<file path="config.mk">
export PLATFORM = sky130hd
export DESIGN_NAME = smi_final
export DESIGN_NICKNAME = d
export VERILOG_FILES = /design/src/design/sign_magnitude_integer_alu_core_macros.svh /design/src/design/smi_pkg.sv /design/src/design/smi_final.sv
export SDC_FILE = /design/constraint.sdc
export NUM_CORES = 1
export LEC_CHECK = 0
export ABC_CLOCK_PERIOD_IN_PS = 4740
export BUFFER_PORTS_ARGS = -buffer_cell sky130_fd_sc_hd__buf_4
export CORE_ASPECT_RATIO = 1.4
export CORE_MARGIN = 3
export CORE_UTILIZATION = 44
export CTS_CLUSTER_SIZE = 24
export DETAILED_ROUTE_END_ITERATION = 6
export HOLD_SLACK_MARGIN = 0.05
export PLACE_DENSITY = 0.84
export SLEW_MARGIN = 20
export SYNTH_ARGS = -nofsm -noshare
export SYNTH_HDL_FRONTEND = slang
export SYNTH_SLANG_ARGS = --single-unit
</file>
<file path="constraint.sdc">
create_clock -name clk -period 4.74 [get_ports clk]
set_clock_uncertainty 0.1 [all_clocks]
set_input_delay 0.474 -clock clk [delete_from_list [all_inputs] [get_ports clk]]
set_output_delay 0.474 -clock clk [all_outputs]
set_load 0.02 [all_outputs]
</file>
<file path="src/design/sign_magnitude_integer_alu_core_macros.svh">
// assertion macros for the sign-magnitude alu core
// used by design/sign_magnitude_integer_alu_core.sv, expects clk and rst in scope
`ifndef SIGN_MAGNITUDE_INTEGER_ALU_CORE_MACROS_SVH
`define SIGN_MAGNITUDE_INTEGER_ALU_CORE_MACROS_SVH

// implication in the same cycle
`define SMI_ASSERT_NOW(label, ante, cons, msg) \
  label: assert property (@(posedge clk) disable iff (rst) (ante) |-> (cons)) else $error(msg);

// implication a fixed number of cycles later
`define SMI_ASSERT_LATER(label, ante, dly, cons, msg) \
  label: assert property (@(posedge clk) disable iff (rst) (ante) |-> ##dly (cons)) \
    else $error(msg);

`endif

</file>
<file path="src/design/smi_pkg.sv">
// shared types, codes and constants for the sign-magnitude alu core
// no dependencies
package smi_pkg;

  localparam int MAG_BYTES = 8;
  localparam int MAG_W = 8 * MAG_BYTES;
  localparam logic [63:0] MAG_MASK = {64{1'b1}} >> (64 - MAG_W);
  localparam logic [7:0] SHIFT_LIM = 8'(MAG_W);

  typedef enum logic [2:0] {
    OP_ADD = 3'd0,
    OP_SUB = 3'd1,
    OP_MUL = 3'd2,
    OP_CMP = 3'd3,
    OP_SHL = 3'd4,
    OP_SHR = 3'd5
  } op_t;

  localparam logic [1:0] SG_ZERO = 2'd0;
  localparam logic [1:0] SG_POS = 2'd1;
  localparam logic [1:0] SG_NEG = 2'd2;
  localparam logic [1:0] SG_ODD = 2'd3;

  localparam logic [1:0] CMP_LT = 2'd0;
  localparam logic [1:0] CMP_EQ = 2'd1;
  localparam logic [1:0] CMP_GT = 2'd2;

  // first stage results, multiply still in partial products
  typedef struct packed {
    logic        is_mul;
    logic [63:0] pp_ll;
    logic [31:0] pp_lh;
    logic [31:0] pp_hl;
    logic [1:0]  sign;
    logic [63:0] mag;
    logic [1:0]  cmp;
  } s1_t;

  function automatic logic [1:0] norm_sign(input logic [1:0] s);
    return (s == SG_ODD) ? SG_POS : s;
  endfunction

endpackage

</file>
<file path="src/design/smi_final.sv">
// second stage: multiply partial product sum, zero-sign rule, result register
// depends on smi_pkg
module smi_final (
  input  logic             clk,
  input  logic             rst,
  input  logic             in_valid,
  input  smi_pkg::s1_t     in_data,
  output logic             done,
  output logic [1:0]       r_sign,
  output logic [63:0]      r_mag,
  output logic [1:0]       cmp_result
);

  logic [31:0] cross_sum;
  logic [63:0] prod;
  logic [63:0] mag_next;
  logic [1:0]  sign_next;

  assign cross_sum = in_data.pp_lh + in_data.pp_hl;
  assign prod = (in_data.pp_ll + {cross_sum, 32'b0}) & smi_pkg::MAG_MASK;
  assign mag_next = in_data.is_mul ? prod : in_data.mag;
  assign sign_next = (mag_next == '0) ? smi_pkg::SG_ZERO : in_data.sign;

  always_ff @(posedge clk) begin
    if (rst) begin
      done <= 1'b0;
    end else begin
      done <= in_valid;
    end
  end

  always_ff @(posedge clk) begin
    r_sign <= sign_next;
    r_mag <= mag_next;
    cmp_result <= in_data.cmp;
  end

endmodule

</file>
==> results of run 1 <==
## cells in the final DEF (no fill, tap or decap), types with 10 or more instances in the layout
cell type,netlist,routed
a31oi_1,11,11
xnor2_1,30,28
a21o_1,31,31
o21a_1,10,10
nor2_1,50,49
mux2_2,38,37
buf_4,0,420
nand2_1,35,33
dfxtp_1,69,69
a21oi_1,54,49
nand3_1,18,17
nand4_1,10,10
inv_1,29,28
o21ai_0,23,19
ha_1,62,56
nor4_1,16,15
## state kept, by name, summed over array words and instances (netlist names)
signal and count:
r_sign 2, done 1, cmp_result 2, r_mag 64
## routing by layer
| layer | wire length, um | global-route usage, % | up-vias |
|---|---|---|---|
| met2 | 12580 | 55.45 | 353 |
| met3 | 1437 | 5.337 | 99 |
| li1 | - | - | 3481 |
| met4 | 1344 | 15.20 | 0 |
| met1 | 8421 | 28.50 | 3409 |
| met5 | 0 | 0 | - |
## worst max-delay path, stage by stage
cell	delay, ns
buf_6	0.10
ha_4	0.15
inv_2	0.05
fa_2	0.22
nor2b_4	0.05
o2111ai_2	0.21
nand3_1	0.12
buf_4	0.15
buf_4	0.12
buf_4	0.12
buf_4	0.12
buf_4	0.13
nor2_1	0.12
nor2_1	0.07
ha_1	0.19
a21oi_1	0.20
nor3b_4	0.27
a211oi_2	0.13
o41ai_2	0.33
mux2i_1	0.27
buf_4	0.16
o2111ai_1	0.14
a2111oi_2	0.34
or4b_4	0.52
nor2_4	0.10
a31oi_1	0.08
## layout make-up
class	count	area share [%]
Timing Repair Buffer	424	31.63
Clock inverter	5	1.052
Sequential cell	69	13.66
Clock buffer	11	2.500
Multi-Input combinational cell	576	47.82
Antenna cell	2	0.04950
Inverter	29	1.077
Tap cell	178	2.203
## synth_stat cells (5+ instances only)
cell type and number:
a211oi_1 16, a21o_1 31, a21oi_1 54, a31oi_1 11, and2_1 6, and3_1 5, and4_1 5, buf_2 6
clkbuf_1 10, dfxtp_1 69, ha_1 62, inv_1 29, mux2_2 38, mux2i_1 5, nand2_1 35, nand3_1 18
nand4_1 10, nor2_1 50, nor2b_1 8, nor3_1 14, nor4_1 16, o2111ai_1 6, o211ai_1 7, o21a_1 10
o21ai_0 23, o21ai_1 9, o21bai_1 8, o31ai_1 7, or3_1 8, xnor2_1 30, xor2_1 9
## where the power goes
part | switching, mW | internal (mW)
clock network | 0.246 | 0.543
logic | 1.07 | 1.04
registers | 0.0341 | 0.682
## kinds of logic after synthesis
logic type	count (synthesis)	share of synthesized area, %
flops	69	23.49
simple gates	204	18.64
fa+ha+maj	64	13.88
compound gates	226	26.92
mux	43	8.129
xor+xnor	39	5.810
buf+inv	47	3.128
## worst max path at each step
stage / from / end / depth (start not counted)
3_5_place_dp: in_data[70] / r_sign[0]$_SDFF_PN0_ / 21
2_1_floorplan: in_data[80] / r_sign[0]$_SDFF_PN0_ / 20
5_1_grt: in_data[68] / r_sign[0]$_SDFF_PN0_ / 26
4_1_cts: in_data[69] / r_sign[0]$_SDFF_PN0_ / 23
6_report: in_data[68] / r_sign[0]$_SDFF_PN0_ / 26
3_3_place_gp: in_data[73] / r_sign[1]$_SDFF_PN0_ / 21
## metrics by stage
step / setup WS (ns) / utilization (%)
finish: -0.08844 / 78.15
detailed placement: -0.6198 / 71.10
floorplan: 0.02919 / -
CTS: 0.003575 / 74.93
global route: -0.2998 / 78.15
global placement: -0.5175 / 71.10
## what timing repair did
item,4_1_cts,5_1_grt
endpoints found under the hold margin,0,0
setup buffers,10,7
pin swaps,16,38
setup endpoints to repair,4,4
resized for setup,13,68
==> results_dict.tcl, run 1 <==
set metrics [dict create \
    htreeDepth 3 \
    endpoint_kind "flop" \
    power_per_cell_area_mw_per_mm2 357.4 \
    ctsHoldBuffers 0 \
    synth_top_area_cell "dfxtp_1" \
    fin_crit_ns 4.828 \
    dp_cells 1261 \
    fillers 851 \
    area_growth_pct 71.95 \
    finalCritPeriodShare_pct 101.9 \
    holdPathEnd "cmp_result[0]$_DFF_P_" \
    fmax_ghz 0.2071 \
    wl_per_cell_um 18.38 \
    async_flop_share_pct 0 \
    final_cells 1294 \
    gp_congestion 0.9490 \
    synth_top_area_share_pct 23.49 \
    hold_slack_ns 0.1459 \
    yosysSeqAreaShare_pct 23.49 \
    grtUsageTotal_pct 28.42 \
    die_area_mm2 0.01481 \
    leakage_nw 4.833 \
    final_cell_area_mm2 0.01011 \
    worstPathArrival_ns 4.93 \
    maxCapViolCount 0 \
    hold_class "input port to flop" \
    hold_violations 0 \
    holdPathStages 1 \
    syn_inst 692 \
    syn_area_mm2 0.005879 \
    ant_nets 0 \
    synth_edf_count 0 \
    hpwl_um 18380 \
    cts_root_buf "clkbuf_16" \
    start_kind "input port" \
    multi_input_comb_area_mm2 0.004835 \
    drv_slew 0 \
    wl_um 23790 \
    grt_overflow_total 0 \
    finalNetCount 1373 \
    critPathRequiredTime_ns 4.85 \
    cts_buffer_depth 2 \
    drc 0 \
    ir_drop_v 0.0002208 \
    timing.final.ws_setup_ns -0.08844 \
    violations "setup timing" \
    grt_max_degree 53 \
    rsz0062_at_grt "yes" \
    num_vias 7342 \
    die_w_um 103.7 \
    clk_pin_slew_worst_paths_ns 0.06 \
    syn_area_per_cell_um2 8.496 \
    synth.area.top_cells "dfxtp_1 23%, ha_1 13%, mux2_2 7.3%" \
    tightest_slew_ns 0.8452 \
    coreArea_mm2 0.01294 \
    die_y_um 142.8 \
    syn_nets 956 \
    p_total_mw 3.613 \
    antenna_found_initial 2 \
    tns_ns -0.1688 \
    ys_warn_count 0 \
    critPathMaxFanout 3 \
    num_io_pins 269 \
    vias_per_cell 5.674 \
    numCtsBuffers 9 \
    holdCritStartpoint "in_data[0]" \
    ys.flop_type "dfxtp_1" \
    max-slew-margin-rel_pct 43.59 \
    seqCellArea_mm2 0.001381 \
    placed_cell_area_mm2 0.009198 \
    initial_core_util_pct 45.45 \
    finalSetupViolations 2 \
    drive_gt1_share_pct 50.63 \
    cts_tree "built" \
    synthDistinctLibCells 78 \
    portBuffers 268 \
    rows 49 \
    status "complete, but fails checks" \
    critical_path_class "input port to flop" \
    grt_pass1_wl_um 34060 \
    dr.pass1.iters 5 \
    initialDrtViolationCount 439 \
    ys_seq_elements 69 \
    grt_pass1_vias 7180 \
    clock-sinks 69 \
]
Power figures use the tool's default switching activity.
==> run 2: changes to the inputs <==
--- a/config.mk
+++ b/config.mk
@@ -5,15 +5,15 @@
 export SDC_FILE = /design/constraint.sdc
 export NUM_CORES = 1
 export LEC_CHECK = 0
-export ABC_CLOCK_PERIOD_IN_PS = 4740
-export BUFFER_PORTS_ARGS = -buffer_cell sky130_fd_sc_hd__buf_4
+export ABC_AREA = 1
 export CORE_ASPECT_RATIO = 1.4
 export CORE_MARGIN = 3
-export CORE_UTILIZATION = 44
+export CORE_UTILIZATION = 59
 export CTS_CLUSTER_SIZE = 24
 export DETAILED_ROUTE_END_ITERATION = 6
+export DONT_BUFFER_PORTS = 1
 export HOLD_SLACK_MARGIN = 0.05
-export PLACE_DENSITY = 0.84
+export PLACE_DENSITY = 0.83
 export SLEW_MARGIN = 20
 export SYNTH_ARGS = -nofsm -noshare
 export SYNTH_HDL_FRONTEND = slang
==> run 2 against run 1 <==
  * The flow now finishes without violations
  * Clock-buffer cell count decreased by 2
  * Flip-flop and latch count unchanged
  * Highest routed layer unchanged
  * Clock power is 12% lower
  * Power decreased by 26%
  * Sequential share of layout area increased by 6.4 points
  * Hold slack worse by 0.074 ns
  * Global-route usage up 2.1 points
  * Maximum frequency rose by 12%
  * Critical path type unchanged
==> results_dict.tcl, run 2 <==
set metrics [dict create \
    reg_top3 "r_mag: 64 flops, cmp_result: 2 flops, r_sign: 2 flops" \
    largest_reg_flops 64 \
    grt_pass1_wl_um 29650 \
    cts_buffer_depth 2 \
    layout_commonest_cell "nand2_1" \
    critPathRequiredTime_ns 4.86 \
    fmax_ghz 0.2314 \
    clkPwrFrac_pct 26.1 \
    htreeDepth 3 \
    max-slew-margin-rel_pct 64.27 \
    hold_violations 0 \
    fin_crit_ns 4.322 \
    ys_warn_count 0 \
    syn_inst 1104 \
    vias_per_cell 5.454 \
    combPwrFrac_pct 42.8 \
    rsz0062_at_grt "no" \
    cts-resized-gates 0 \
    syn_area_per_cell_um2 5.905 \
    synth.area.top_cells "nand2_1 24%, dfxtp_1 21%, ha_1 12%" \
    async_flop_share_pct 0 \
    power.switching_mw 1.156 \
    die_w_um 94.84 \
    yosysSeqAreaShare_pct 21.19 \
    ir_drop_v 0.0001773 \
    dp_cells 1228 \
    drv_slew 0 \
    clock-sinks 69 \
    grt_max_degree 78 \
    initial_core_util_pct 61.67 \
    worstPathArrival_ns 4.44 \
    finalSetupViolations 0 \
    cts_tree "built" \
    area_growth_pct 5.873 \
    synth_most_common_cell "nand2_1" \
    synth_top_area_share_pct 23.55 \
    dr.pass1.iters 5 \
    die_y_um 130.4 \
    synth_top_area_cell "nand2_1" \
    finalCritPeriodShare_pct 91.18 \
    syn_nets 1368 \
    grt_pass1_vias 6486 \
    antenna_found_initial 0 \
    hold_class "input port to flop" \
    internal_power_mw 1.524 \
    synth_common_cells "409 x nand2_1, 168 x inv_1, 88 x nor2_1" \
    drive_gt1_share_pct 3.888 \
    portBuffers 0 \
    max_stage_delay_ns 0.39 \
    timing.final.ws_setup_ns 0.4178 \
    swShare_pct 43.14 \
    leakage_nw 3.859 \
    finalNetCount 1365 \
    maxCapViolCount 0 \
    critical_path_class "input port to flop" \
    num_io_pins 269 \
    ys.flop_type "dfxtp_1" \
    clk_pin_slew_worst_paths_ns 0.06 \
    status "finished, final reports clean" \
    tightest_slew_ns 0.5359 \
    cts_setup_buffers 0 \
    rows 44 \
    wl_um 19320 \
    synthDistinctLibCells 35 \
    wl_per_cell_um 15.53 \
    fillers 1046 \
    power_per_cell_area_mw_per_mm2 388.3 \
    die_area_mm2 0.01236 \
    antenna_cells 0 \
    coreArea_mm2 0.01057 \
    place_ws_ns 0.1590 \
    num_vias 6785 \
    final_cell_mix "409 x nand2_1, 168 x inv_1, 88 x nor2_1" \
    pwr-share-seq_pct 31.1 \
    cts_root_buf "clkbuf_16" \
    numCtsBuffers 9 \
    ctsHoldBuffers 0 \
    initialDrtViolationCount 387 \
    slowest_stage "fa_1" \
    grt_overflow_total 0 \
    tns_ns 0 \
    final_cells 1244 \
    drc 0 \
    syn_area_mm2 0.006519 \
    hpwl_um 16310 \
    largest-register "r_mag" \
    ant_nets 0 \
    crit_path_frequent_cell "nand2_1" \
    gp_congestion 0.9698 \
    synth_edf_count 0 \
    critPathMaxFanout 4 \
    ys_seq_elements 69 \
    grtUsageTotal_pct 30.47 \
    start_kind "input port" \
    endpoint_kind "flop" \
]
[run 2: cell types whose count changed in the layout (fill, tap and decap cells not counted), sizes merged, moves of 9 or more]
cell and change:
a211oi -18, a21o -27, buf -424, inv +140, mux2 -38, nand2 +387, nand3 +64, nand4 +13
nor2 +44, nor4 -17, o21a -10, xnor2 -17, xor2 +9
[run 2: per-layer routing]
metal  share of wire [%]  vias up  global-route usage [%]
met5                   0        -                       0
met4                 4.3        0                   15.46
met3                 9.7       49                   9.049
met2                  50      301                   56.44
met1                  36     2936                   30.42
li1                    -     3499                       -
[run 2: worst max-delay path, delay by kind of cell]
kind                       cells  cell delay, ns
xor gates and xnor gates       1            0.07
adders and majority gates      3            0.88
AOI/OAI and AO/OA              3            0.78
buffers and inverters          3            0.18
and+or+nand+nor               19            2.08
[run 2: path summary, 6_finish.rpt]
kind / startpoint / endpoint / slack, ns / depth (start not counted)
worst max-delay path: in_data[68] / r_sign[0]$_SDFF_PN0_ / 0.42 / 29
worst min-delay path: in_data[0] / cmp_result[0]$_DFF_P_ / 0.07 / 0
[run 2: area by class of cell]
type / instances / area [um^2] / share of cell area (%)
Clock buffer: 9 / 225.2 / 3.263
Clock inverter: 7 / 90.09 / 1.305
Inverter: 169 / 636.9 / 9.228
Multi-Input combinational cell: 852 / 4395 / 63.69
Sequential cell: 69 / 1381 / 20.01
Tap cell: 138 / 172.7 / 2.502
[run 2: logic make-up (layout without fill, tap and decap cells)]
family	after synthesis	in the layout	share of synthesized area, %
and+or+nand+nor	650	650	41.52
buffers and inverters	183	185	11.38
AOI/OAI and AO/OA	107	107	9.232
DFF	69	69	21.19
adders and majority gates	64	64	12.51
xor gates and xnor gates	31	31	4.165
[run 2: power groups by stage]
stage / clock network, mW / registers (mW) / logic [mW]
finish: 0.698 / 0.834 / 1.15
global route: 0.733 / 0.839 / 1.32
CTS: 0.705 / 0.834 / 1.14
detailed placement: 0 / 0.846 / 1.13
global placement: 0 / 0.847 / 1.12
floorplan: 0 / 0.815 / 0.907
[run 2: through the flow]
stage          cell area [um^2]  utilization (%)  power, mW  hold WS, ns
2_1_floorplan              6519                -      1.722       0.4017
3_3_place_gp               6586            62.31      1.965       0.4018
3_5_place_dp               6586            62.31      1.977       0.4018
4_1_cts                    6902            65.29      2.676      0.06103
5_1_grt                    6902            65.29      2.895      0.05666
6_report                   6902            65.29      2.680      0.07145
==> run 3: changes to the inputs <==
--- a/config.mk
+++ b/config.mk
@@ -8,12 +8,14 @@
 export ABC_AREA = 1
 export CORE_ASPECT_RATIO = 1.4
 export CORE_MARGIN = 3
-export CORE_UTILIZATION = 59
+export CORE_UTILIZATION = 60
 export CTS_CLUSTER_SIZE = 24
 export DETAILED_ROUTE_END_ITERATION = 6
 export DONT_BUFFER_PORTS = 1
 export HOLD_SLACK_MARGIN = 0.05
-export PLACE_DENSITY = 0.83
+export PLACE_DENSITY = 0.81
+export RECOVER_POWER = 25
+export SETUP_SLACK_MARGIN = 0.2
 export SLEW_MARGIN = 20
 export SYNTH_ARGS = -nofsm -noshare
 export SYNTH_HDL_FRONTEND = slang
==> constraint.sdc (replaced) <==
create_clock -name clk -period 5.4 [get_ports clk]
set_clock_uncertainty 0.1 [all_clocks]
set_input_delay 0.54 -clock clk [delete_from_list [all_inputs] [get_ports clk]]
set_output_delay 0.54 -clock clk [all_outputs]
set_load 0.02 [all_outputs]
==> run 3 against run 2 <==
  * The run now ends with capacitance limit, slew limit left
  * Cell count unchanged
  * Power down 14%
  * Via count about the same
  * Critical path depth unchanged
  * Flip-flop and latch count unchanged
  * Clock power down 19%
  * Worst setup slack better by 0.60 ns
  * Utilization about the same
  * Hold slack better by 0.069 ns
  * Sequential share of layout area up 0.095 points
  * Critical path type unchanged
  * Largest power group unchanged
==> results_dict.tcl, run 3 (synthesized netlist as in run 2, its figures left out) <==
set metrics [dict create \
    slowest_stage "fa_1" \
    die_w_um 94.10 \
    drv_slew 53 \
    finalSetupViolations 0 \
    critPathRequiredTime_ns 5.52 \
    die_area_mm2 0.01217 \
    finalNetCount 1365 \
    ir_drop_v 0.0001860 \
    fmax_ghz 0.2281 \
    start_kind "input port" \
    final_cell_mix "413 x nand2_1, 168 x inv_1, 88 x nor2_1" \
    multi_input_comb_area_mm2 0.004385 \
    antenna_found_initial 0 \
    violations "capacitance limit, slew limit" \
    drc 0 \
    initial_core_util_pct 61.99 \
    num_io_pins 269 \
    finalCritPeriodShare_pct 81.18 \
    met2_usage_pct 57.97 \
    max_stage_delay_ns 0.40 \
    grt_use_met1_pct 30.64 \
    critPathLaunch "in_data[68]" \
    vias_per_cell 5.457 \
    crit_path_frequent_cell "nand2_1" \
    wl_um 19190 \
    ctsHoldBuffers 0 \
    area_growth_pct 5.374 \
    clk_pin_slew_worst_paths_ns 0.05 \
    max-slew-margin-rel_pct -24.02 \
    hpwl_um 16250 \
    endpoint_kind "flop" \
    seqCellArea_mm2 0.001381 \
    holdPathStages 0 \
    grt_overflow_total 0 \
    grt_most_used_layer "met2" \
    holdCritStartpoint "in_data[0]" \
    gp_congestion 0.9858 \
    critical_path_class "input port to flop" \
    critPathMaxFanout 4 \
    grt_max_degree 78 \
    wl_per_cell_um 15.43 \
    num_vias 6788 \
    grt_pass1_vias 6260 \
    cts-resized-gates 0 \
    hold_violations 0 \
    coreArea_mm2 0.01052 \
    tightest_slew_ns 1.850 \
    initialDrtViolationCount 295 \
    dr.pass1.iters 5 \
    ant_nets 0 \
    grt_pass1_wl_um 28990 \
    largest-register "r_mag" \
    tns_ns 0 \
    antenna_cells 0 \
    grt_use_met3_pct 6.794 \
    p_total_mw 2.314 \
    clock-sinks 69 \
    cts_tree "built" \
    layout_commonest_cell "nand2_1" \
    power_per_cell_area_mw_per_mm2 336.8 \
    numCtsBuffers 9 \
    reg_top3 "r_mag: 64 flops, cmp_result: 2 flops, r_sign: 2 flops" \
    drive_gt1_share_pct 3.345 \
    maxCapViolCount 1 \
    die_y_um 129.3 \
    cts_setup_buffers 0 \
    hold_class "input port to flop" \
    fin_crit_ns 4.383 \
    cts_buffer_depth 2 \
    fillers 1036 \
    largest_reg_flops 64 \
    rsz0062_at_grt "no" \
    leakage_nw 3.846 \
    htreeDepth 3 \
    cts_root_buf "clkbuf_16" \
    grtUsageTotal_pct 30.18 \
    status "complete, but fails checks" \
    rows 44 \
    portBuffers 0 \
    worstPathArrival_ns 4.51 \
]
[run 3: cell types whose count changed in the layout (fill, tap and decap cells not counted), sizes merged]
cell    before  now
inv        169  168
bufinv       2    1
clkbuf       9   12
clkinv       3    2
[run 3: critical path: cells and delay by family]
kind            cells  cell delay (ns)
xor+xnor            1             0.07
compound gates      3             0.75
simple gates       19             2.06
fa+ha+maj           3             0.90
buf+inv             3             0.17
[run 3: report_power, final]
| group | internal [mW] | switching, mW |
|---|---|---|
| registers | 0.588 | 0.143 |
| clock network | 0.368 | 0.200 |
| logic | 0.349 | 0.664 |
[run 3: layout make-up]
type | instances | share of cell area [%]
tap | 138 | 2.514
clock inverter | 4 | 0.6922
sequential | 69 | 20.11
clock buffer | 12 | 3.588
multi-input combinational | 852 | 63.84
inverter | 169 | 9.253
[run 3: through the flow]
| stage | hold WS, ns | instance area (um^2) | std cells | setup WS, ns | util (%) |
|---|---|---|---|---|---|
| after floorplan | 0.4677 | 6519 | 1104 | 1.466 | - |
| after global placement | 0.4678 | 6586 | 1228 | 0.7961 | 62.64 |
| after detailed placement | 0.4678 | 6586 | 1228 | 0.7427 | 62.64 |
| after CTS | 0.1323 | 6880 | 1244 | 1.052 | 65.43 |
| after global routing | 0.1269 | 6869 | 1244 | 0.5598 | 65.33 |
| final | 0.1407 | 6869 | 1244 | 1.017 | 65.33 |
[run 3: metal layers]
layer	vias to the layer above	share of wire [%]	wire (um)
li1	3483	-	-
met1	2971	37	7035
met2	281	51	9858
met3	53	8.3	1589
met4	0	3.7	711
met5	-	0	0
[run 3: final timing paths]
check                          endpoint  slack [ns]
setup / recovery   r_sign[1]$_SDFF_PN0_        1.02
hold / removal    cmp_result[0]$_DFF_P_        0.14
